File: config.mk
export PLATFORM = sky130hd
export DESIGN_NAME = dcc_loco_packet_decoder_top_flat
export DESIGN_NICKNAME = d
export VERILOG_FILES = /design/src/sv/dlpd_pkg.sv /design/src/sv/dlpd_in_if.sv /design/src/sv/dlpd_out_if.sv /design/src/sv/dlpd_decode.sv /design/src/sv/dcc_loco_packet_decoder_top.sv /design/src/flat_wrapper.sv
export SDC_FILE = /design/constraint.sdc
export NUM_CORES = 1
export LEC_CHECK = 0
export BUFFER_PORTS_ARGS = -buffer_cell sky130_fd_sc_hd__buf_2
export CAP_MARGIN = 20
export CORE_MARGIN = 3
export CORE_UTILIZATION = 54
export CTS_BUF_LIST = sky130_fd_sc_hd__clkbuf_2
export DETAILED_ROUTE_END_ITERATION = 10
export GPL_TIMING_DRIVEN = 1
export PLACE_DENSITY = 0.9
export SYNTH_ARGS = -nofsm -noshare
export SYNTH_HDL_FRONTEND = slang
export SYNTH_SLANG_ARGS = --single-unit
File: constraint.sdc
create_clock -name clk_i -period 4.1 [get_ports clk_i]
set_input_delay 0.615 -clock clk_i [delete_from_list [all_inputs] [get_ports clk_i]]
set_output_delay 0.615 -clock clk_i [all_outputs]
set_load 0.005 [all_outputs]
File: src/sv/dlpd_pkg.sv
// Shared types and constants for the locomotive packet decoder.
package dlpd_pkg;

  // Command codes reported with every result beat.
  typedef enum logic [4:0] {
    CMD_IGNORE       = 5'd0,
    CMD_SPEED        = 5'd1,
    CMD_ESTOP        = 5'd2,
    CMD_OTHER_MOVING = 5'd3,
    CMD_OTHER_STOP   = 5'd4,
    CMD_CV_ACCESS    = 5'd5,
    CMD_RESET        = 5'd6,
    CMD_F0_F4        = 5'd7,
    CMD_F5_F8        = 5'd8,
    CMD_F9_F12       = 5'd9,
    CMD_F13_F20      = 5'd10,
    CMD_F21_F28      = 5'd11,
    CMD_F29_F36      = 5'd12,
    CMD_F37_F44      = 5'd13,
    CMD_F45_F52      = 5'd14,
    CMD_F53_F60      = 5'd15,
    CMD_F61_F68      = 5'd16,
    CMD_BIN_BCAST    = 5'd17,
    CMD_BIN_APP      = 5'd18
  } cmd_e;

  // Configuration register indexes.
  typedef enum logic [0:0] {
    CFG_ADDR_FIRST = 1'b0,
    CFG_ADDR_LAST  = 1'b1
  } cfg_reg_e;

  // Instruction patterns.
  localparam logic [7:0] INSTR_SPEED128    = 8'h3F;
  localparam logic [7:0] INSTR_RESET       = 8'h00;
  localparam logic [7:0] INSTR_BIN_SHORT   = 8'hDD;
  localparam logic [7:0] INSTR_BIN_LONG    = 8'hC0;
  localparam logic [4:0] INSTR_FEXP_PREFIX = 5'b11011;
  localparam logic [2:0] FEXP_F13_F20      = 3'd6;
  localparam logic [2:0] FEXP_F21_F28      = 3'd7;
  localparam logic [2:0] FEXP_LAST_BYTE    = 3'd4;

  // Binary state numbers that map on to F29 upwards.
  localparam logic [14:0] BIN_FIRST_FUNC = 15'd29;
  localparam logic [14:0] BIN_LAST_LOW   = 15'd28;
  localparam logic [14:0] BIN_LAST_FUNC  = 15'd68;

  localparam logic [15:0] ADDR_RESET = 16'hFFFF;

  // One packet as it arrives.
  typedef struct packed {
    logic [7:0] b0;
    logic [7:0] b1;
    logic [7:0] b2;
    logic [7:0] b3;
    logic [7:0] b4;
  } pkt_t;

  // Stored locomotive state.
  typedef struct packed {
    logic [6:0]  speed;
    logic        fwd;
    logic        estop;
    logic [4:0]  f0_f4;
    logic [3:0]  f5_f8;
    logic [3:0]  f9_f12;
    logic [7:0]  f13_f20;
    logic [7:0]  f21_f28;
    logic [39:0] f29_f68;
    logic [14:0] bin_num;
    logic        bin_val;
  } loco_state_t;

  localparam loco_state_t STATE_RESET = '{
    speed:   7'd0,
    fwd:     1'b1,
    estop:   1'b0,
    f0_f4:   5'd0,
    f5_f8:   4'd0,
    f9_f12:  4'd0,
    f13_f20: 8'd0,
    f21_f28: 8'd0,
    f29_f68: 40'd0,
    bin_num: 15'd0,
    bin_val: 1'b0
  };

  // Per-packet decode outcome.
  typedef struct packed {
    cmd_e        code;
    logic [13:0] addr;
    logic        is_long;
  } dec_res_t;

endpackage

File: src/sv/dlpd_in_if.sv
// Packet input channel: valid/ready handshake carrying five packet bytes.
interface dlpd_in_if;
  logic       valid;
  logic       ready;
  logic [7:0] packet_byte0;
  logic [7:0] packet_byte1;
  logic [7:0] packet_byte2;
  logic [7:0] packet_byte3;
  logic [7:0] packet_byte4;

  modport source (
    output valid, packet_byte0, packet_byte1, packet_byte2, packet_byte3, packet_byte4,
    input  ready
  );
  modport sink (
    input  valid, packet_byte0, packet_byte1, packet_byte2, packet_byte3, packet_byte4,
    output ready
  );
endinterface

File: src/sv/dlpd_out_if.sv
// Result channel: valid/ready handshake carrying the command code and loco state.
interface dlpd_out_if;
  logic        valid;
  logic        ready;
  logic [4:0]  cmd_code;
  logic [13:0] loco_address;
  logic        is_long_address;
  logic [6:0]  speed_step;
  logic        moving_forward;
  logic [4:0]  funcs_f0_f4;
  logic [7:0]  funcs_f5_f12;
  logic [7:0]  funcs_f13_f20;
  logic [7:0]  funcs_f21_f28;
  logic [39:0] funcs_f29_f68;
  logic [14:0] binary_state_num;
  logic        binary_state_on;

  modport source (
    output valid, cmd_code, loco_address, is_long_address, speed_step, moving_forward,
           funcs_f0_f4, funcs_f5_f12, funcs_f13_f20, funcs_f21_f28, funcs_f29_f68,
           binary_state_num, binary_state_on,
    input  ready
  );
  modport sink (
    input  valid, cmd_code, loco_address, is_long_address, speed_step, moving_forward,
           funcs_f0_f4, funcs_f5_f12, funcs_f13_f20, funcs_f21_f28, funcs_f29_f68,
           binary_state_num, binary_state_on,
    output ready
  );
endinterface

File: src/sv/dlpd_decode.sv
// Combinational instruction decode and next-state computation for one packet.
module dlpd_decode (
  input  dlpd_pkg::pkt_t        pkt_i,
  input  logic [15:0]           addr_first_i,
  input  logic [15:0]           addr_last_i,
  input  dlpd_pkg::loco_state_t state_i,
  output dlpd_pkg::loco_state_t state_o,
  output dlpd_pkg::dec_res_t    res_o
);
  import dlpd_pkg::*;

  logic        is_long;
  logic [13:0] addr;
  logic [7:0]  instr;
  logic [7:0]  d1;
  logic [7:0]  d2;
  logic        mine;

  logic        is_sp28;
  logic        is_sp128;
  logic [4:0]  raw28;
  logic [6:0]  raw128;
  logic [6:0]  sp_step;
  logic        sp_fwd;
  logic        sp_estop;

  logic [2:0]  fgrp;
  logic [5:0]  fbyte_lsb;
  logic [14:0] bin_num;
  logic        bin_val;
  logic [14:0] bin_off;
  logic [5:0]  bin_bit;

  cmd_e        code;
  loco_state_t nxt;

  // Address extraction and range check.
  always_comb begin
    is_long = pkt_i.b0[7];
    if (is_long) begin
      addr  = {pkt_i.b0[5:0], pkt_i.b1};
      instr = pkt_i.b2;
      d1    = pkt_i.b3;
      d2    = pkt_i.b4;
    end else begin
      addr  = {7'd0, pkt_i.b0[6:0]};
      instr = pkt_i.b1;
      d1    = pkt_i.b2;
      d2    = pkt_i.b3;
    end
    mine = ({2'b00, addr} >= addr_first_i) && ({2'b00, addr} <= addr_last_i);
  end

  // Speed field decode for both the 28-step and the 128-step forms.
  always_comb begin
    is_sp28  = (instr[7:6] == 2'b01);
    is_sp128 = (instr == INSTR_SPEED128);
    raw28    = {instr[3:0], instr[4]};
    raw128   = d1[6:0];
    if (is_sp28) begin
      sp_fwd = instr[5];
      if (raw28 <= 5'd3) begin
        sp_estop = raw28[1];
        sp_step  = 7'd0;
      end else begin
        sp_estop = 1'b0;
        sp_step  = {2'b00, raw28 - 5'd3};
      end
    end else begin
      sp_fwd = d1[7];
      if (raw128 <= 7'd1) begin
        sp_estop = raw128[0];
        sp_step  = 7'd0;
      end else begin
        sp_estop = 1'b0;
        sp_step  = raw128 - 7'd1;
      end
    end
  end

  // Function-group and binary state operands.
  always_comb begin
    fgrp      = instr[2:0];
    fbyte_lsb = {fgrp, 3'b000};
    bin_val   = d1[7];
    bin_num   = (instr == INSTR_BIN_LONG) ? {d2, d1[6:0]} : {8'd0, d1[6:0]};
    bin_off   = bin_num - BIN_FIRST_FUNC;
    bin_bit   = bin_off[5:0];
  end

  // Instruction decode and state update.
  always_comb begin
    nxt  = state_i;
    code = CMD_IGNORE;
    if (is_sp28 || is_sp128) begin
      if (!mine) begin
        code = (sp_step != 7'd0) ? CMD_OTHER_MOVING : CMD_OTHER_STOP;
      end else if (state_i.estop == sp_estop && state_i.speed == sp_step &&
                   state_i.fwd == sp_fwd) begin
        code = CMD_IGNORE;
      end else if (sp_estop) begin
        nxt.speed = 7'd0;
        nxt.estop = 1'b1;
        code      = CMD_ESTOP;
      end else begin
        nxt.speed = sp_step;
        nxt.estop = 1'b0;
        nxt.fwd   = sp_fwd;
        code      = CMD_SPEED;
      end
    end else if (!mine) begin
      code = CMD_IGNORE;
    end else if (instr[7:4] == 4'hE) begin
      code = CMD_CV_ACCESS;
    end else if (instr == INSTR_RESET) begin
      nxt       = STATE_RESET;
      nxt.estop = state_i.estop;
      code      = CMD_RESET;
    end else if (instr[7:5] == 3'b100) begin
      if (state_i.f0_f4 != instr[4:0]) begin
        nxt.f0_f4 = instr[4:0];
        code      = CMD_F0_F4;
      end
    end else if (instr[7:5] == 3'b101) begin
      if (instr[4]) begin
        if (state_i.f5_f8 != instr[3:0]) begin
          nxt.f5_f8 = instr[3:0];
          code      = CMD_F5_F8;
        end
      end else if (state_i.f9_f12 != instr[3:0]) begin
        nxt.f9_f12 = instr[3:0];
        code       = CMD_F9_F12;
      end
    end else if (instr[7:3] == INSTR_FEXP_PREFIX && fgrp != 3'd5) begin
      // Feature expansion: F13-F20, F21-F28 or one byte of F29-F68.
      if (fgrp == FEXP_F13_F20) begin
        if (state_i.f13_f20 != d1) begin
          nxt.f13_f20 = d1;
          code        = CMD_F13_F20;
        end
      end else if (fgrp == FEXP_F21_F28) begin
        if (state_i.f21_f28 != d1) begin
          nxt.f21_f28 = d1;
          code        = CMD_F21_F28;
        end
      end else if (fgrp <= FEXP_LAST_BYTE) begin
        if (state_i.f29_f68[fbyte_lsb +: 8] != d1) begin
          nxt.f29_f68[fbyte_lsb +: 8] = d1;
          code = cmd_e'(5'(CMD_F29_F36) + {2'b00, fgrp});
        end
      end
    end else if (instr == INSTR_BIN_SHORT || instr == INSTR_BIN_LONG) begin
      // Binary state: the short form carries seven bits of number, the long fifteen.
      if (!(state_i.bin_num == bin_num && state_i.bin_val == bin_val)) begin
        nxt.bin_num = bin_num;
        nxt.bin_val = bin_val;
        if (bin_num == 15'd0) begin
          nxt.f29_f68 = {40{bin_val}};
          code        = CMD_BIN_BCAST;
        end else if (bin_num <= BIN_LAST_LOW) begin
          code = CMD_IGNORE;
        end else if (bin_num <= BIN_LAST_FUNC) begin
          nxt.f29_f68[bin_bit] = bin_val;
          code = cmd_e'(5'(CMD_F29_F36) + {2'b00, bin_bit[5:3]});
        end else begin
          code = CMD_BIN_APP;
        end
      end
    end
  end

  assign state_o       = nxt;
  assign res_o.code    = code;
  assign res_o.addr    = addr;
  assign res_o.is_long = is_long;

endmodule

File: src/sv/dcc_loco_packet_decoder_top.sv
// Top level of the locomotive packet decoder: registers, handshake and state.
//
// Decodes one model railway command packet per clock cycle while res_o is not
// stalled: a packet beat accepted on pkt_i lands in an input register, is decoded
// from there, and its result beat is loaded into the result register and presented
// on res_o. The throughput is set by the update of the locomotive state register,
// which each packet reads and writes.
// The state fields on res_o show the state after that packet. Address range
// registers (index 0 first, index 1 last, both reset to 0xFFFF) must be written by
// the user through cfg_we_i only while no packet is in flight; the block itself
// does not enforce this.
module dcc_loco_packet_decoder_top (
  input  logic             clk_i,
  input  logic             rst_ni,
  input  logic             cfg_we_i,
  input  logic [0:0]       cfg_idx_i,
  input  logic [15:0]      cfg_data_i,
  dlpd_in_if.sink          pkt_i,
  dlpd_out_if.source       res_o
);
  import dlpd_pkg::*;

  logic [15:0] addr_first_q;
  logic [15:0] addr_last_q;

  logic        s1_valid_q;
  pkt_t        s1_pkt_q;
  logic        out_valid_q;
  dec_res_t    out_res_q;
  loco_state_t state_q;

  loco_state_t state_d;
  dec_res_t    dec_res;
  logic        in_beat;
  logic        adv;

  // Configuration registers.
  always_ff @(posedge clk_i or negedge rst_ni) begin
    if (!rst_ni) begin
      addr_first_q <= ADDR_RESET;
      addr_last_q  <= ADDR_RESET;
    end else if (cfg_we_i) begin
      unique case (cfg_reg_e'(cfg_idx_i))
        CFG_ADDR_FIRST: addr_first_q <= cfg_data_i;
        CFG_ADDR_LAST:  addr_last_q  <= cfg_data_i;
        default:        addr_first_q <= addr_first_q;
      endcase
    end
  end

  // Handshake: the input register moves on whenever the result register is free.
  assign adv         = s1_valid_q && (!out_valid_q || res_o.ready);
  assign pkt_i.ready = !s1_valid_q || adv;
  assign in_beat     = pkt_i.valid && pkt_i.ready;

  // Input register.
  always_ff @(posedge clk_i or negedge rst_ni) begin
    if (!rst_ni) begin
      s1_valid_q <= 1'b0;
    end else if (in_beat) begin
      s1_valid_q <= 1'b1;
    end else if (adv) begin
      s1_valid_q <= 1'b0;
    end
  end

  always_ff @(posedge clk_i) begin
    if (in_beat) begin
      s1_pkt_q <= '{b0: pkt_i.packet_byte0, b1: pkt_i.packet_byte1,
                    b2: pkt_i.packet_byte2, b3: pkt_i.packet_byte3,
                    b4: pkt_i.packet_byte4};
    end
  end

  dlpd_decode u_decode (
    .pkt_i        (s1_pkt_q),
    .addr_first_i (addr_first_q),
    .addr_last_i  (addr_last_q),
    .state_i      (state_q),
    .state_o      (state_d),
    .res_o        (dec_res)
  );

  // Loco state and result register load together, so the state also serves as
  // the state part of the waiting result beat.
  always_ff @(posedge clk_i or negedge rst_ni) begin
    if (!rst_ni) begin
      state_q     <= STATE_RESET;
      out_valid_q <= 1'b0;
    end else if (adv) begin
      state_q     <= state_d;
      out_valid_q <= 1'b1;
    end else if (res_o.ready) begin
      out_valid_q <= 1'b0;
    end
  end

  always_ff @(posedge clk_i) begin
    if (adv) begin
      out_res_q <= dec_res;
    end
  end

  // Result channel.
  assign res_o.valid            = out_valid_q;
  assign res_o.cmd_code         = out_res_q.code;
  assign res_o.loco_address     = out_res_q.addr;
  assign res_o.is_long_address  = out_res_q.is_long;
  assign res_o.speed_step       = state_q.speed;
  assign res_o.moving_forward   = state_q.fwd;
  assign res_o.funcs_f0_f4      = state_q.f0_f4;
  assign res_o.funcs_f5_f12     = {state_q.f9_f12, state_q.f5_f8};
  assign res_o.funcs_f13_f20    = state_q.f13_f20;
  assign res_o.funcs_f21_f28    = state_q.f21_f28;
  assign res_o.funcs_f29_f68    = state_q.f29_f68;
  assign res_o.binary_state_num = state_q.bin_num;
  assign res_o.binary_state_on  = state_q.bin_val;

`ifndef ASSERT_OFF
  // A stalled result beat must not see the loco state move underneath it.
  a_state_held: assert property (@(posedge clk_i) disable iff (!rst_ni)
    (out_valid_q && !res_o.ready) |=> $stable(state_q))
    else $error("loco state changed while a result beat was stalled");

  // A held packet stays in the input register until it is decoded.
  a_s1_held: assert property (@(posedge clk_i) disable iff (!rst_ni)
    (s1_valid_q && !adv) |=> s1_valid_q)
    else $error("packet dropped from the input register");

  // An emergency stop result always shows a stopped loco with the stop flag set.
  a_estop_state: assert property (@(posedge clk_i) disable iff (!rst_ni)
    (out_valid_q && out_res_q.code == CMD_ESTOP) |-> (state_q.speed == 7'd0 && state_q.estop))
    else $error("emergency stop reported with nonzero speed");
`endif

endmodule
File: src/flat_wrapper.sv
// flat-port wrapper written by rule: the top's interface ports become plain ports
module dcc_loco_packet_decoder_top_flat import dlpd_pkg::*;
  (clk_i, rst_ni, cfg_we_i, cfg_idx_i, cfg_data_i, pkt_i_valid, pkt_i_packet_byte0, pkt_i_packet_byte1, pkt_i_packet_byte2, pkt_i_packet_byte3, pkt_i_packet_byte4, pkt_i_ready, res_o_valid, res_o_cmd_code, res_o_loco_address, res_o_is_long_address, res_o_speed_step, res_o_moving_forward, res_o_funcs_f0_f4, res_o_funcs_f5_f12, res_o_funcs_f13_f20, res_o_funcs_f21_f28, res_o_funcs_f29_f68, res_o_binary_state_num, res_o_binary_state_on, res_o_ready);
  dlpd_in_if pkt_i_i ();
  dlpd_out_if res_o_i ();
  input  logic clk_i;
  input  logic rst_ni;
  input  logic cfg_we_i;
  input  logic [0:0] cfg_idx_i;
  input  logic [15:0] cfg_data_i;
  input wire logic [$bits(pkt_i_i.valid)-1:0] pkt_i_valid;
  input wire logic [$bits(pkt_i_i.packet_byte0)-1:0] pkt_i_packet_byte0;
  input wire logic [$bits(pkt_i_i.packet_byte1)-1:0] pkt_i_packet_byte1;
  input wire logic [$bits(pkt_i_i.packet_byte2)-1:0] pkt_i_packet_byte2;
  input wire logic [$bits(pkt_i_i.packet_byte3)-1:0] pkt_i_packet_byte3;
  input wire logic [$bits(pkt_i_i.packet_byte4)-1:0] pkt_i_packet_byte4;
  output wire logic [$bits(pkt_i_i.ready)-1:0] pkt_i_ready;
  output wire logic [$bits(res_o_i.valid)-1:0] res_o_valid;
  output wire logic [$bits(res_o_i.cmd_code)-1:0] res_o_cmd_code;
  output wire logic [$bits(res_o_i.loco_address)-1:0] res_o_loco_address;
  output wire logic [$bits(res_o_i.is_long_address)-1:0] res_o_is_long_address;
  output wire logic [$bits(res_o_i.speed_step)-1:0] res_o_speed_step;
  output wire logic [$bits(res_o_i.moving_forward)-1:0] res_o_moving_forward;
  output wire logic [$bits(res_o_i.funcs_f0_f4)-1:0] res_o_funcs_f0_f4;
  output wire logic [$bits(res_o_i.funcs_f5_f12)-1:0] res_o_funcs_f5_f12;
  output wire logic [$bits(res_o_i.funcs_f13_f20)-1:0] res_o_funcs_f13_f20;
  output wire logic [$bits(res_o_i.funcs_f21_f28)-1:0] res_o_funcs_f21_f28;
  output wire logic [$bits(res_o_i.funcs_f29_f68)-1:0] res_o_funcs_f29_f68;
  output wire logic [$bits(res_o_i.binary_state_num)-1:0] res_o_binary_state_num;
  output wire logic [$bits(res_o_i.binary_state_on)-1:0] res_o_binary_state_on;
  input wire logic [$bits(res_o_i.ready)-1:0] res_o_ready;
  assign pkt_i_i.valid = pkt_i_valid;
  assign pkt_i_i.packet_byte0 = pkt_i_packet_byte0;
  assign pkt_i_i.packet_byte1 = pkt_i_packet_byte1;
  assign pkt_i_i.packet_byte2 = pkt_i_packet_byte2;
  assign pkt_i_i.packet_byte3 = pkt_i_packet_byte3;
  assign pkt_i_i.packet_byte4 = pkt_i_packet_byte4;
  assign pkt_i_ready = pkt_i_i.ready;
  assign res_o_valid = res_o_i.valid;
  assign res_o_cmd_code = res_o_i.cmd_code;
  assign res_o_loco_address = res_o_i.loco_address;
  assign res_o_is_long_address = res_o_i.is_long_address;
  assign res_o_speed_step = res_o_i.speed_step;
  assign res_o_moving_forward = res_o_i.moving_forward;
  assign res_o_funcs_f0_f4 = res_o_i.funcs_f0_f4;
  assign res_o_funcs_f5_f12 = res_o_i.funcs_f5_f12;
  assign res_o_funcs_f13_f20 = res_o_i.funcs_f13_f20;
  assign res_o_funcs_f21_f28 = res_o_i.funcs_f21_f28;
  assign res_o_funcs_f29_f68 = res_o_i.funcs_f29_f68;
  assign res_o_binary_state_num = res_o_i.binary_state_num;
  assign res_o_binary_state_on = res_o_i.binary_state_on;
  assign res_o_i.ready = res_o_ready;
  dcc_loco_packet_decoder_top u_core (.clk_i(clk_i), .rst_ni(rst_ni), .cfg_we_i(cfg_we_i), .cfg_idx_i(cfg_idx_i), .cfg_data_i(cfg_data_i), .pkt_i(pkt_i_i), .res_o(res_o_i));
endmodule
==> out/metrics.yaml, run 1 <==
logic_synthesis:
  ys_ff_latch: 188
  synthTopCellsByArea: "dfrtp_1 19%, edfxtp_1 14%, dfstp_2 6.9%"
  synth_flop_cell: "dfrtp_1"
  synth_edf_count: 60
  syn_area_um2: 12600
  ys_warn_count: 0
  synth_cell_type_count: 86
  synth_cells: 1273
  ys_async_sr_fraction_pct: 68.1
  yosys.area.top_type: "dfrtp_1"
  netlist.area_leader.share_pct: 18.8
  synth_fp_nets: 1375
  yosysSeqAreaShare_pct: 40.0
  synth.avg_cell_area_um2: 9.92
route:
  vias_per_cell: 6.49
  ant_nets: 0
  routed_wl_mm: 42.2
  drtIter0Drc: 1261
  drt_pass1_iterations: 7
  drcViolationCount: 0
  vias: 11439
  routedWlPerCell_um: 24.0
power:
  ir_drop_v: 0.000234
  cellPowerDensity_nw_per_um2: 318
  totalPowerFinal_w: 0.00457
  p_leak_nw: 6.41
global_routing:
  gr-usage-all-layers_pct: 32.3
  grt_max_degree: 75
  grt_pass1_wl_mm: 64.5
  grt_antenna_before_repair: 2
  grt_pass1_vias: 11134
  grt_overflow_total: 0
cells_and_area:
  nets: 1537
  drive_gt1_share_pct: 28.3
  stdcell_count: 1762
  area_delta_synth_final_pct: 13.7
cts:
  path_clk_slew_ns: 0.31
  clock-sinks: 188
  clock_path_buffers: 2
  cts_tree: "built"
  insertion_delay_ns: 0.89
  numCtsBuffers: 17
  cts-root-buf: "clkbuf_2"
  cts_max_level: 4
critical_path:
  path_class: "reg -> reg"
  arrival_ns: 4.58
  path_max_fanout: 54
  critPathSlowestCell: "nor4b_1"
  endpoint_kind: "register"
  path_cells: "buf_4, buf_12, nor4b_1, o22ai_1, o21ai_2, o2bb2ai_1, xnor2_1, a2111o_1, or4_4, and4b_1, or3_1"
  crit_buf_inv: 2
  start_kind: "register"
  required_ns: 4.71
  cpPeakStageDelay_ns: 0.50
  crit_family: "simple AND/OR/NAND/NOR gates"
floorplanning:
  die_h_um: 159
  dieArea_um2: 25200
  core_um2: 22800
  placementRows: 55
  die_w_um: 159
  ios: 177
  start_util_pct: 55.4
timing:
  setup_viol: 0
  slew_viol_final: 0
  fmax_mhz: 252
  slew_headroom_pct: 37.6
  min_period_ns: 3.97
  rsz0062_at_grt: "no"
  finalCritPeriodShare_pct: 96.7
  hold_viol_final: 0
  max_slew.worst_pin.slew_ns: 0.936
  fin_worst_skew_ns: 0.0997
  hold_slack_ns: 0.0371
  fin_tns_setup_ns: 0
job:
  cap_violations: 0
placed_design:
  dp_cells: 1670
  portBuffers: 176
  dp_hpwl_mm: 29.3
  gp_congestion: 1.07
min_path:
  hold_class: "in -> reg"
run_status:
  outcome: "complete, no violations"
-- registers in the layout, summed over array words and instances (netlist names), 5 cells and up --
| name | cells |
|---|---|
| u_core.res_o.funcs_f29_f68 | 40 |
| u_core.s1_pkt_q | 40 |
| u_core.addr_first_q | 16 |
| u_core.addr_last_q | 16 |
| u_core.res_o.binary_state_num | 15 |
| u_core.res_o.loco_address | 14 |
| u_core.res_o.funcs_f13_f20 | 8 |
| u_core.res_o.funcs_f21_f28 | 8 |
| u_core.res_o.funcs_f5_f12 | 8 |
| u_core.res_o.speed_step | 7 |
| u_core.res_o.cmd_code | 5 |
| u_core.res_o.funcs_f0_f4 | 5 |
-- cells in the final DEF, fill, tap and decap left out, drive strengths merged, types with 18 or more instances in the layout --
cell type	n
o22ai	33
mux2	70
and2	18
nand2	60
dfrtp	95
a21oi	76
a22o	27
nand3	25
dlygate4sd3	56
dfstp	33
nor4	18
nor3	35
inv	56
o21ai	90
nor2	67
ha	40
buf	243
edfxtp	60
xnor2	51
mux2i	64
-- stage by stage --
step / setup WS (ns) / cell area (um^2) / util, %
2_1_floorplan: 0.0412 / 12600 / -
4_1_cts: 0.0172 / 14300 / 62.8
3_5_place_dp: 0.0472 / 13400 / 58.9
3_3_place_gp: 0.193 / 13400 / 58.9
5_1_grt: 0.0287 / 14400 / 63.0
6_report: 0.134 / 14400 / 63.0
-- cell usage after synthesis (all sizes together), types with 5 or more instances --
library cell and n:
inv 50, dfrtp 95, o2bb2ai 9, mux2i 64, a211oi 5, dfstp 33, nand3 25, a311oi 5
o32ai 5, nor2b 7, o21ai 90, and3 6, o31ai 8, o21a 10, nand4 14, nor4 18
buf 118, nor3b 9, nand2b 11, clkbuf 38, ha 40, mux2 70, a22o 27, nor2 67
a32oi 6, xnor2 51, o22ai 33, a21oi 76, or2 5, a21o 10, nor3 35, edfxtp 60
a2bb2oi 6, nor4b 7, nand2 60, o211ai 10, nand3b 6, a22oi 6, and2 18
-- worst min-delay path: cells and delay by family --
| kind | cells | cell delay [ns] |
|---|---|---|
| buffers and inverters | 1 | 0.11 |
| AO/OA/AOI/OAI | 1 | 0.08 |
| AND/OR/NAND/NOR | 1 | 0.06 |
-- layer usage --
layer	GRT usage, %	part of all wire (%)
met2	52.6	46
met3	6.68	9.8
met4	14.5	5.2
met5	0	0.026
met1	41.8	39
-- timing repair --
| action | 4_1_cts | 5_1_grt |
|---|---|---|
| gates resized for setup | 0 | 5 |
| setup endpoints to repair | 0 | 62 |
| hold buffers | 56 | 0 |
| buffers inserted | 0 | 3 |
| endpoints found under the hold margin | 116 | 0 |
-- power breakdown --
group,internal (W),switching (W)
Sequential,0.00213,0.000120
Clock,0.000297,0.000827
Combinational,0.000489,0.000712
-- final timing paths --
kind,startpoint,end,slack (ns),cells after the start
worst max-delay path,u_core.s1_pkt_q[39],u_core.res_o.cmd_code[1],0.13,11
worst min-delay path,cfg_data_i[10],u_core.addr_first_q[10],0.04,3
worst max register to register,u_core.s1_pkt_q[39],u_core.res_o.cmd_code[1],0.13,11
worst min register to register,u_core.addr_first_q[13],u_core.addr_first_q[13],0.53,2
max in group asynchronous,rst_ni,u_core.addr_last_q[8],2.85,3
min in group asynchronous,rst_ni,u_core.res_o.valid,0.33,2
-- cell type report --
class / instances / area, um^2
Clock buffer: 17 / 85.1
Multi-Input combinational cell: 879 / 6420
Antenna cell: 1 / 2.50
Timing Repair Buffer: 299 / 1980
Inverter: 50 / 188
Fill cell: 1744 / 8420
Tap cell: 313 / 392
Sequential cell: 188 / 5050
Clock inverter: 15 / 233
-- logic make-up after synthesis --
group / after synthesis / synth area share [%]
and+or+nand+nor: 304 / 12.6
AOI/OAI and AO/OA: 344 / 18.4
DFF: 188 / 40.0
buffers and inverters: 206 / 9.38
adders and majority gates: 40 / 3.97
xor gates and xnor gates: 55 / 3.82
muxes: 136 / 11.9
Note: power is estimated with default switching activity, not from simulation.
==> inputs of run 2 (changes only) <==
CORE_UTILIZATION = 55   (was 54)
SYNTH_HIERARCHICAL = 1   (was default)
==> run 2 against run 1 <==
  * Synthesized area rose by 17%
  * Combinational power rose by 68%
  * Via count rose by 24%
  * Largest cell class unchanged
  * Critical path depth rose by 3
  * Wire length rose by 31%
  * Die area rose by 15%
  * Highest routed layer is now met4
  * Setup slack got worse by 0.082 ns
==> out/metrics.yaml, run 2 <==
run_status:
  outcome: "complete, no violations"  # unchanged
critical_path:
  r2r_end: "u_core/res_o.binary_state_num[14]"  # was u_core.res_o.cmd_code[1]
  crit_path_start: "u_core/s1_pkt_q[39]"  # was u_core.s1_pkt_q[39]
  path_max_fanout: 29  # was 54
  r2r_cells: 14  # was 11
  endpoint_kind: "register"  # unchanged
  start_kind: "register"  # unchanged
  arrival_ns: 4.87  # was 4.58 ns
  path_class: "reg -> reg"  # unchanged
  rrSetupSlack_ns: 0.05  # was 0.13 ns
  required_ns: 4.92  # was 4.71 ns
  r2r_start: "u_core/s1_pkt_q[39]"  # was u_core.s1_pkt_q[39]
global_routing:
  grt_overflow_total: 0  # unchanged
  gr-usage-all-layers_pct: 36.8  # was 32.3%
  grt_max_degree: 68  # was 75
  grt_pass1_wl_mm: 81.6  # was 64.5 mm
  grt_antenna_before_repair: 2  # unchanged
  grt_pass1_vias: 13460  # was 11134
logic_synthesis:
  netlist.area_leader.share_pct: 16.1  # was 18.8%
  netlist_top_cells_count: "149 x nand2_1, 102 x o21ai_0, 101 x nor2_1"  # was 95 x buf_4, 95 x dfrtp_1, 83 x o21ai_0
  ys_ff_latch: 188  # unchanged
  synthTopCellsByArea: "dfrtp_1 16%, edfxtp_1 12%, mux2_2 7.1%"  # was dfrtp_1 19%, edfxtp_1 14%, dfstp_2 6.9%
  yosysMostFrequentCell: "nand2_1"
  yosys.area.top_type: "dfrtp_1"  # unchanged
  syn_area_um2: 14800  # was 12600 um^2
  synth_edf_count: 60  # unchanged
  yosysSeqAreaShare_pct: 34.1  # was 40.0%
  synth_cell_type_count: 102  # was 86
  synth_flop_cell: "dfrtp_1"  # unchanged
  ys_async_sr_fraction_pct: 68.1  # unchanged
  ys_warn_count: 6  # was 0
  synth_cells: 1559  # was 1273
  synth.avg_cell_area_um2: 9.50  # was 9.92 um^2
  synth_fp_nets: 1659  # was 1375
floorplanning:
  die_w_um: 170  # was 159 um
  die_h_um: 170  # was 159 um
  core_um2: 26300  # was 22800 um^2
  dieArea_um2: 28900  # was 25200 um^2
  ios: 177  # unchanged
  start_util_pct: 56.3  # was 55.4%
  placementRows: 59  # was 55
cells_and_area:
  fillers: 2099  # was 1744
  fin_util_pct: 63.3  # was 63.0%
  drive_gt1_share_pct: 31.6  # was 28.3%
  area_delta_synth_final_pct: 12.4  # was 13.7%
  mostFrequentLayoutCells: "175 x buf_2, 148 x nand2_1, 100 x o21ai_0"  # was 175 x buf_2, 95 x dfrtp_1, 83 x o21ai_0
  mostFrequentLayoutCell: "buf_2"  # unchanged
  nets: 1822  # was 1537
route:
  ant_nets: 0  # unchanged
  drtIter0Drc: 2051  # was 1261
  routedWlPerCell_um: 26.6  # was 24.0 um
  drcViolationCount: 0  # unchanged
  vias_per_cell: 6.86  # was 6.49
  routed_wl_mm: 55.1  # was 42.2 mm
  vias: 14215  # was 11439
  drt_pass1_iterations: 9  # was 7
cts:
  numCtsBuffers: 17  # unchanged
  clock-sinks: 188  # unchanged
  cts-root-buf: "clkbuf_2"  # unchanged
  cts_setup_buffers: 0  # unchanged
  insertion_delay_ns: 0.89  # about the same
  cts_max_level: 4  # unchanged
  cts_tree: "built"  # unchanged
  path_clk_slew_ns: 0.43  # was 0.31 ns
  clock_path_buffers: 2  # unchanged
timing:
  min_period_ns: 4.05  # was 3.97 ns
  setup_viol: 0  # unchanged
  fin_tns_setup_ns: 0  # unchanged
  max_slew.worst_pin.slew_ns: 1.10  # was 0.936 ns
  finalCritPeriodShare_pct: 98.7  # was 96.7%
  fmax_mhz: 247  # was 252 MHz
  hold_viol_final: 0  # unchanged
  fin_worst_skew_ns: 0.0756  # was 0.0997 ns
  slew_headroom_pct: 26.7  # was 37.6%
  slew_viol_final: 0  # unchanged
job:
  cap_violations: 0  # unchanged
power:
  p_leak_nw: 7.11  # was 6.41 nW
  cellPowerDensity_nw_per_um2: 354  # was 318 nW/um^2
  ir_drop_v: 0.000213  # was 0.000234 V
placed_design:
  gp_congestion: 1.06  # was 1.07
  dp_hpwl_mm: 39.3  # was 29.3 mm
  portBuffers: 176  # unchanged
min_path:
  hold_class: "in -> async"  # was in -> reg
run 2: changes by cell type after synthesis, moves of 20 or more:
cell,change
a22o_1,-20
a31oi_1,+24
mux2_2,+29
mux2_4,+50
mux2i_1,-43
nand2_1,+89
nor2_1,+34
o22ai_1,-20
run 2: cells by family (layout without fill, tap and decap cells):
family          after synthesis  count (layout)  share of synthesized area [%]
buf+inv                     222             398                           9.37
fa+ha+maj                    38              38                           3.21
flops                       188             188                           34.1
xor+xnor                     57              57                           3.37
compound gates              417             417                           19.5
simple gates                468             468                           16.0
other cells                   0               1                              0
mux                         169             169                           14.5
run 2: worst max path at each step:
stage	to	slack (ns)	cells past startpoint
detailed placement	u_core/res_o.speed_step[5]	-0.02	14
floorplan	u_core/res_o.funcs_f29_f68[32]	-0.02	17
global route	u_core/res_o.funcs_f29_f68[22]	-0.05	14
CTS	u_core/res_o.funcs_f29_f68[12]	0.02	15
global placement	u_core/res_o.funcs_f29_f68[12]	-0.02	15
finish	u_core/res_o.binary_state_num[14]	0.05	14
run 2: cell type report:
cell class,count,area (um^2),share of cell area [%]
diodes,1,2.50,0.0150
clock buffers,17,85.1,0.511
clock inverters,15,249,1.50
inverters,45,169,1.01
multi-input cells,1149,8510,51.1
flip-flops and latches,188,5050,30.3
well taps,335,419,2.52
repair buffers,321,2170,13.0
run 2: power breakdown:
group          leakage, nW  internal, W  total, W  switching, W
sequential            2.16      0.00221   0.00261      0.000397
clock                0.186     0.000295   0.00127      0.000973
combinational         4.76     0.000934   0.00201       0.00108
total                 7.11      0.00344   0.00589       0.00245
run 2: worst max-delay path, stage by stage, from the launching register on:
cell,delay (ns)
edfxtp_1,0.50
buf_12,0.20
and2_1,0.20
ha_1,0.34
a211oi_2,0.34
o21ai_0,0.22
a2111o_1,0.44
o21ai_0,0.16
buf_4,0.15
nand3_4,0.17
nor2_2,0.33
nand2_1,0.32
nor2_1,0.32
a22o_1,0.20
mux2_2,0.15
run 2: timing repair:
item	in CTS	in global routing
pin swaps	0	1
setup endpoints to repair	2	70
gates resized for setup	1	28
hold endpoints to repair	130	0
hold buffers	59	0
run 2: through the flow:
| stage | setup slack, ns | instance area, um^2 | std cells | hold WS [ns] | total power, W |
|---|---|---|---|---|---|
| 2_1_floorplan | -0.0202 | 14800 | 1559 | 0.319 | 0.00389 |
| 3_3_place_gp | -0.0243 | 15600 | 1979 | 0.528 | 0.00443 |
| 3_5_place_dp | -0.0193 | 15600 | 1979 | 0.542 | 0.00448 |
| 4_1_cts | 0.0244 | 16500 | 2070 | 0.321 | 0.00577 |
| 5_1_grt | -0.0488 | 16600 | 2071 | 0.313 | 0.00612 |
| 6_report | 0.0523 | 16600 | 2071 | 0.322 | 0.00589 |
run 2: per-layer routing:
metal / track usage, % / up-vias / part of all wire (%)
li1: - / 6018 / -
met1: 49.7 / 6833 / 39
met2: 57.7 / 1136 / 45
met3: 6.53 / 228 / 11
met4: 17.3 / 0 / 5.4
met5: 0 / - / 0
==> inputs of run 3 (changes only) <==
CORE_UTILIZATION = 54   (was 55)
CTS_BUF_LIST = default   (was sky130_fd_sc_hd__clkbuf_2)
PLACE_DENSITY = 0.89   (was 0.9)
==> run 3 against run 2 <==
  * Critical endpoint is now u_core/res_o.funcs_f29_f68[9]
  * First-iteration DRC count rose by 8.7%
  * Wire length down 8.3%
  * Fmax is 0.23% higher
  * Clock power up 48%
  * Largest power group unchanged
==> out/metrics.yaml, run 3 (synthesized netlist as in run 2, its figures left out) <==
critical_path:
  start_kind: "register"  # unchanged
  path_max_fanout: 14  # was 29
  crit_top_cell: "mux2_2"  # was o21ai_0
  required_ns: 4.43  # was 4.92 ns
  critPathSlowestCell: "edfxtp_1"  # unchanged
  endpoint_kind: "register"  # unchanged
  path_class: "reg -> reg"  # unchanged
  arrival_ns: 4.37  # was 4.87 ns
  cpPeakStageDelay_ns: 0.63  # was 0.50 ns
  path_cells: "mux2_2, ha_1, nand2_1, o21ai_0, nand4_1, a211oi_1, nand3_2, buf_12, buf_4, a2111oi_0, nor4_1, mux2_2"  # was buf_12, and2_1, ha_1, a211oi_2, o21ai_0, a2111o_1, o21ai_0, buf_4, nand3_4, nor2_2, nand2_1, nor2_1, a22o_1, mux2_2
route:
  ant_nets: 0  # unchanged
  drt_pass1_iterations: 9  # unchanged
  drtIter0Drc: 2230  # was 2051
  drcViolationCount: 0  # unchanged
  routedWlPerCell_um: 25.3  # was 26.6 um
  vias_per_cell: 6.89  # was 6.86
  vias: 13783  # was 14215
  routed_wl_mm: 50.6  # was 55.1 mm
cells_and_area:
  mostFrequentLayoutCells: "175 x buf_2, 149 x nand2_1, 100 x nor2_1, 100 x o21ai_0, 95 x dfrtp_1"  # was 175 x buf_2, 148 x nand2_1, 100 x o21ai_0
  multiInputGateArea_um2: 8440  # was 8510 um^2
  fin_util_pct: 61.5  # was 63.3%
  nets: 1753  # was 1822
  fillers: 2130  # was 2099
  seqCellArea_um2: 5050  # unchanged
  area_delta_synth_final_pct: 10.1  # was 12.4%
  drive_gt1_share_pct: 31.9  # was 31.6%
  mostFrequentLayoutCell: "buf_2"  # unchanged
  diodes: 0  # was 1
cts:
  cts_max_level: 4  # unchanged
  numCtsBuffers: 17  # unchanged
  cts_tree: "built"  # unchanged
  clock-sinks: 188  # unchanged
  path_clk_slew_ns: 0.09  # was 0.43 ns
  cts_hold_buf: 0  # was 59
  insertion_delay_ns: 0.45  # was 0.89 ns
  cts-root-buf: "clkbuf_16"  # was clkbuf_2
  clock_path_buffers: 2  # unchanged
global_routing:
  grt_pass1_vias: 13199  # was 13460
  grt_overflow_total: 0  # unchanged
  grt_max_degree: 68  # unchanged
  grt_antenna_before_repair: 0  # was 2
  gr-usage-all-layers_pct: 33.7  # was 36.8%
  grt_pass1_wl_mm: 76.5  # was 81.6 mm
placed_design:
  gp_congestion: 1.09  # was 1.06
  dp_hpwl_mm: 37.5  # was 39.3 mm
  portBuffers: 176  # unchanged
timing:
  min_period_ns: 4.04  # was 4.05 ns
  hold_slack_ns: 0.261  # was 0.322 ns
  fin_tns_setup_ns: 0  # unchanged
  fin_worst_skew_ns: 0.0155  # was 0.0756 ns
  hold_viol_final: 0  # unchanged
  slew_viol_final: 0  # unchanged
  setup_viol: 0  # unchanged
  finalCritPeriodShare_pct: 98.5  # was 98.7%
  max_slew.worst_pin.slew_ns: 0.993  # was 1.10 ns
  fmax_mhz: 248  # was 247 MHz
  slew_headroom_pct: 33.8  # was 26.7%
  rsz0062_at_grt: "yes"
floorplanning:
  placementRows: 59  # unchanged
  dieArea_um2: 29400  # was 28900 um^2
  ios: 177  # unchanged
  die_h_um: 172  # was 170 um
  core_um2: 26500  # was 26300 um^2
  start_util_pct: 55.9  # was 56.3%
  die_w_um: 172  # was 170 um
run_status:
  outcome: "complete, no violations"  # unchanged
min_path:
  hold_class: "in -> async"  # unchanged
power:
  p_leak_nw: 6.95  # was 7.11 nW
  cellPowerDensity_nw_per_um2: 389  # was 354 nW/um^2
  ir_drop_v: 0.000329  # was 0.000213 V
  totalPowerFinal_w: 0.00634  # was 0.00589 W
job:
  cap_violations: 0  # unchanged
==> run 3: per-layer routing <==
layer	routed length (um)	track usage (%)	vias up	share of wire (%)
met2	21700	51.0	1150	43
met1	19700	45.7	6529	39
met4	2580	15.0	0	5.1
met5	0	0	-	0
li1	-	-	5870	-
met3	6640	8.55	234	13
==> run 3: timing repair <==
action / in CTS / in global routing
buffers inserted: 2 / 2
endpoints found under the setup margin: 4 / 71
cloned: 0 / 0
pin swaps: 1 / 1
gates resized for setup: 1 / 12
==> run 3: final timing paths <==
check                                       from                            end  slack, ns  cells after the start
setup / recovery             u_core/s1_pkt_q[26]  u_core/res_o.funcs_f29_f68[9]       0.06                     12
setup reg to reg             u_core/s1_pkt_q[26]  u_core/res_o.funcs_f29_f68[9]       0.06                     12
max in group asynchronous                 rst_ni  u_core/res_o.funcs_f29_f68[5]       2.95                      2
hold / removal                            rst_ni     u_core/res_o.speed_step[1]       0.26                      1
hold reg to reg                u_core/s1_valid_q             u_core/res_o.valid       0.56                      1
min in group clk_i         pkt_i_packet_byte0[4]            u_core/s1_pkt_q[36]       0.34                      1
==> run 3: final cells by class <==
| type | instances | share of cell area [%] |
|---|---|---|
| flip-flops and latches | 188 | 30.9 |
| repair buffers | 252 | 9.61 |
| well taps | 335 | 2.57 |
| multi-input cells | 1149 | 51.7 |
| clock inverters | 15 | 1.50 |
| clock buffers | 17 | 2.61 |
| inverters | 45 | 1.04 |
==> run 3: power breakdown <==
part	leakage, nW	switching, W	total [W]	internal [W]
registers	2.16	0.000326	0.00254	0.00221
logic	4.46	0.00104	0.00193	0.000892
clock network	0.324	0.000982	0.00188	0.000894
==> run 3: worst max-delay path: cells and delay by family, from the launching register on <==
| family | cells | cell delay, ns |
|---|---|---|
| AOI/OAI and AO/OA | 3 | 1.32 |
| adders and majority gates | 1 | 0.31 |
| buffers and inverters | 2 | 0.40 |
| DFF | 1 | 0.63 |
| muxes | 2 | 0.69 |
| and+or+nand+nor | 4 | 0.58 |
==> run 3: per-stage QoR <==
stage / setup WS, ns / cells / cell area, um^2
after floorplan: -0.0202 / 1559 / 14800
after global placement: 0.0863 / 1965 / 15500
after detailed placement: -0.0105 / 1965 / 15500
after CTS: 0.00253 / 1999 / 16200
after global routing: -0.0772 / 2001 / 16300
final: 0.0615 / 2001 / 16300
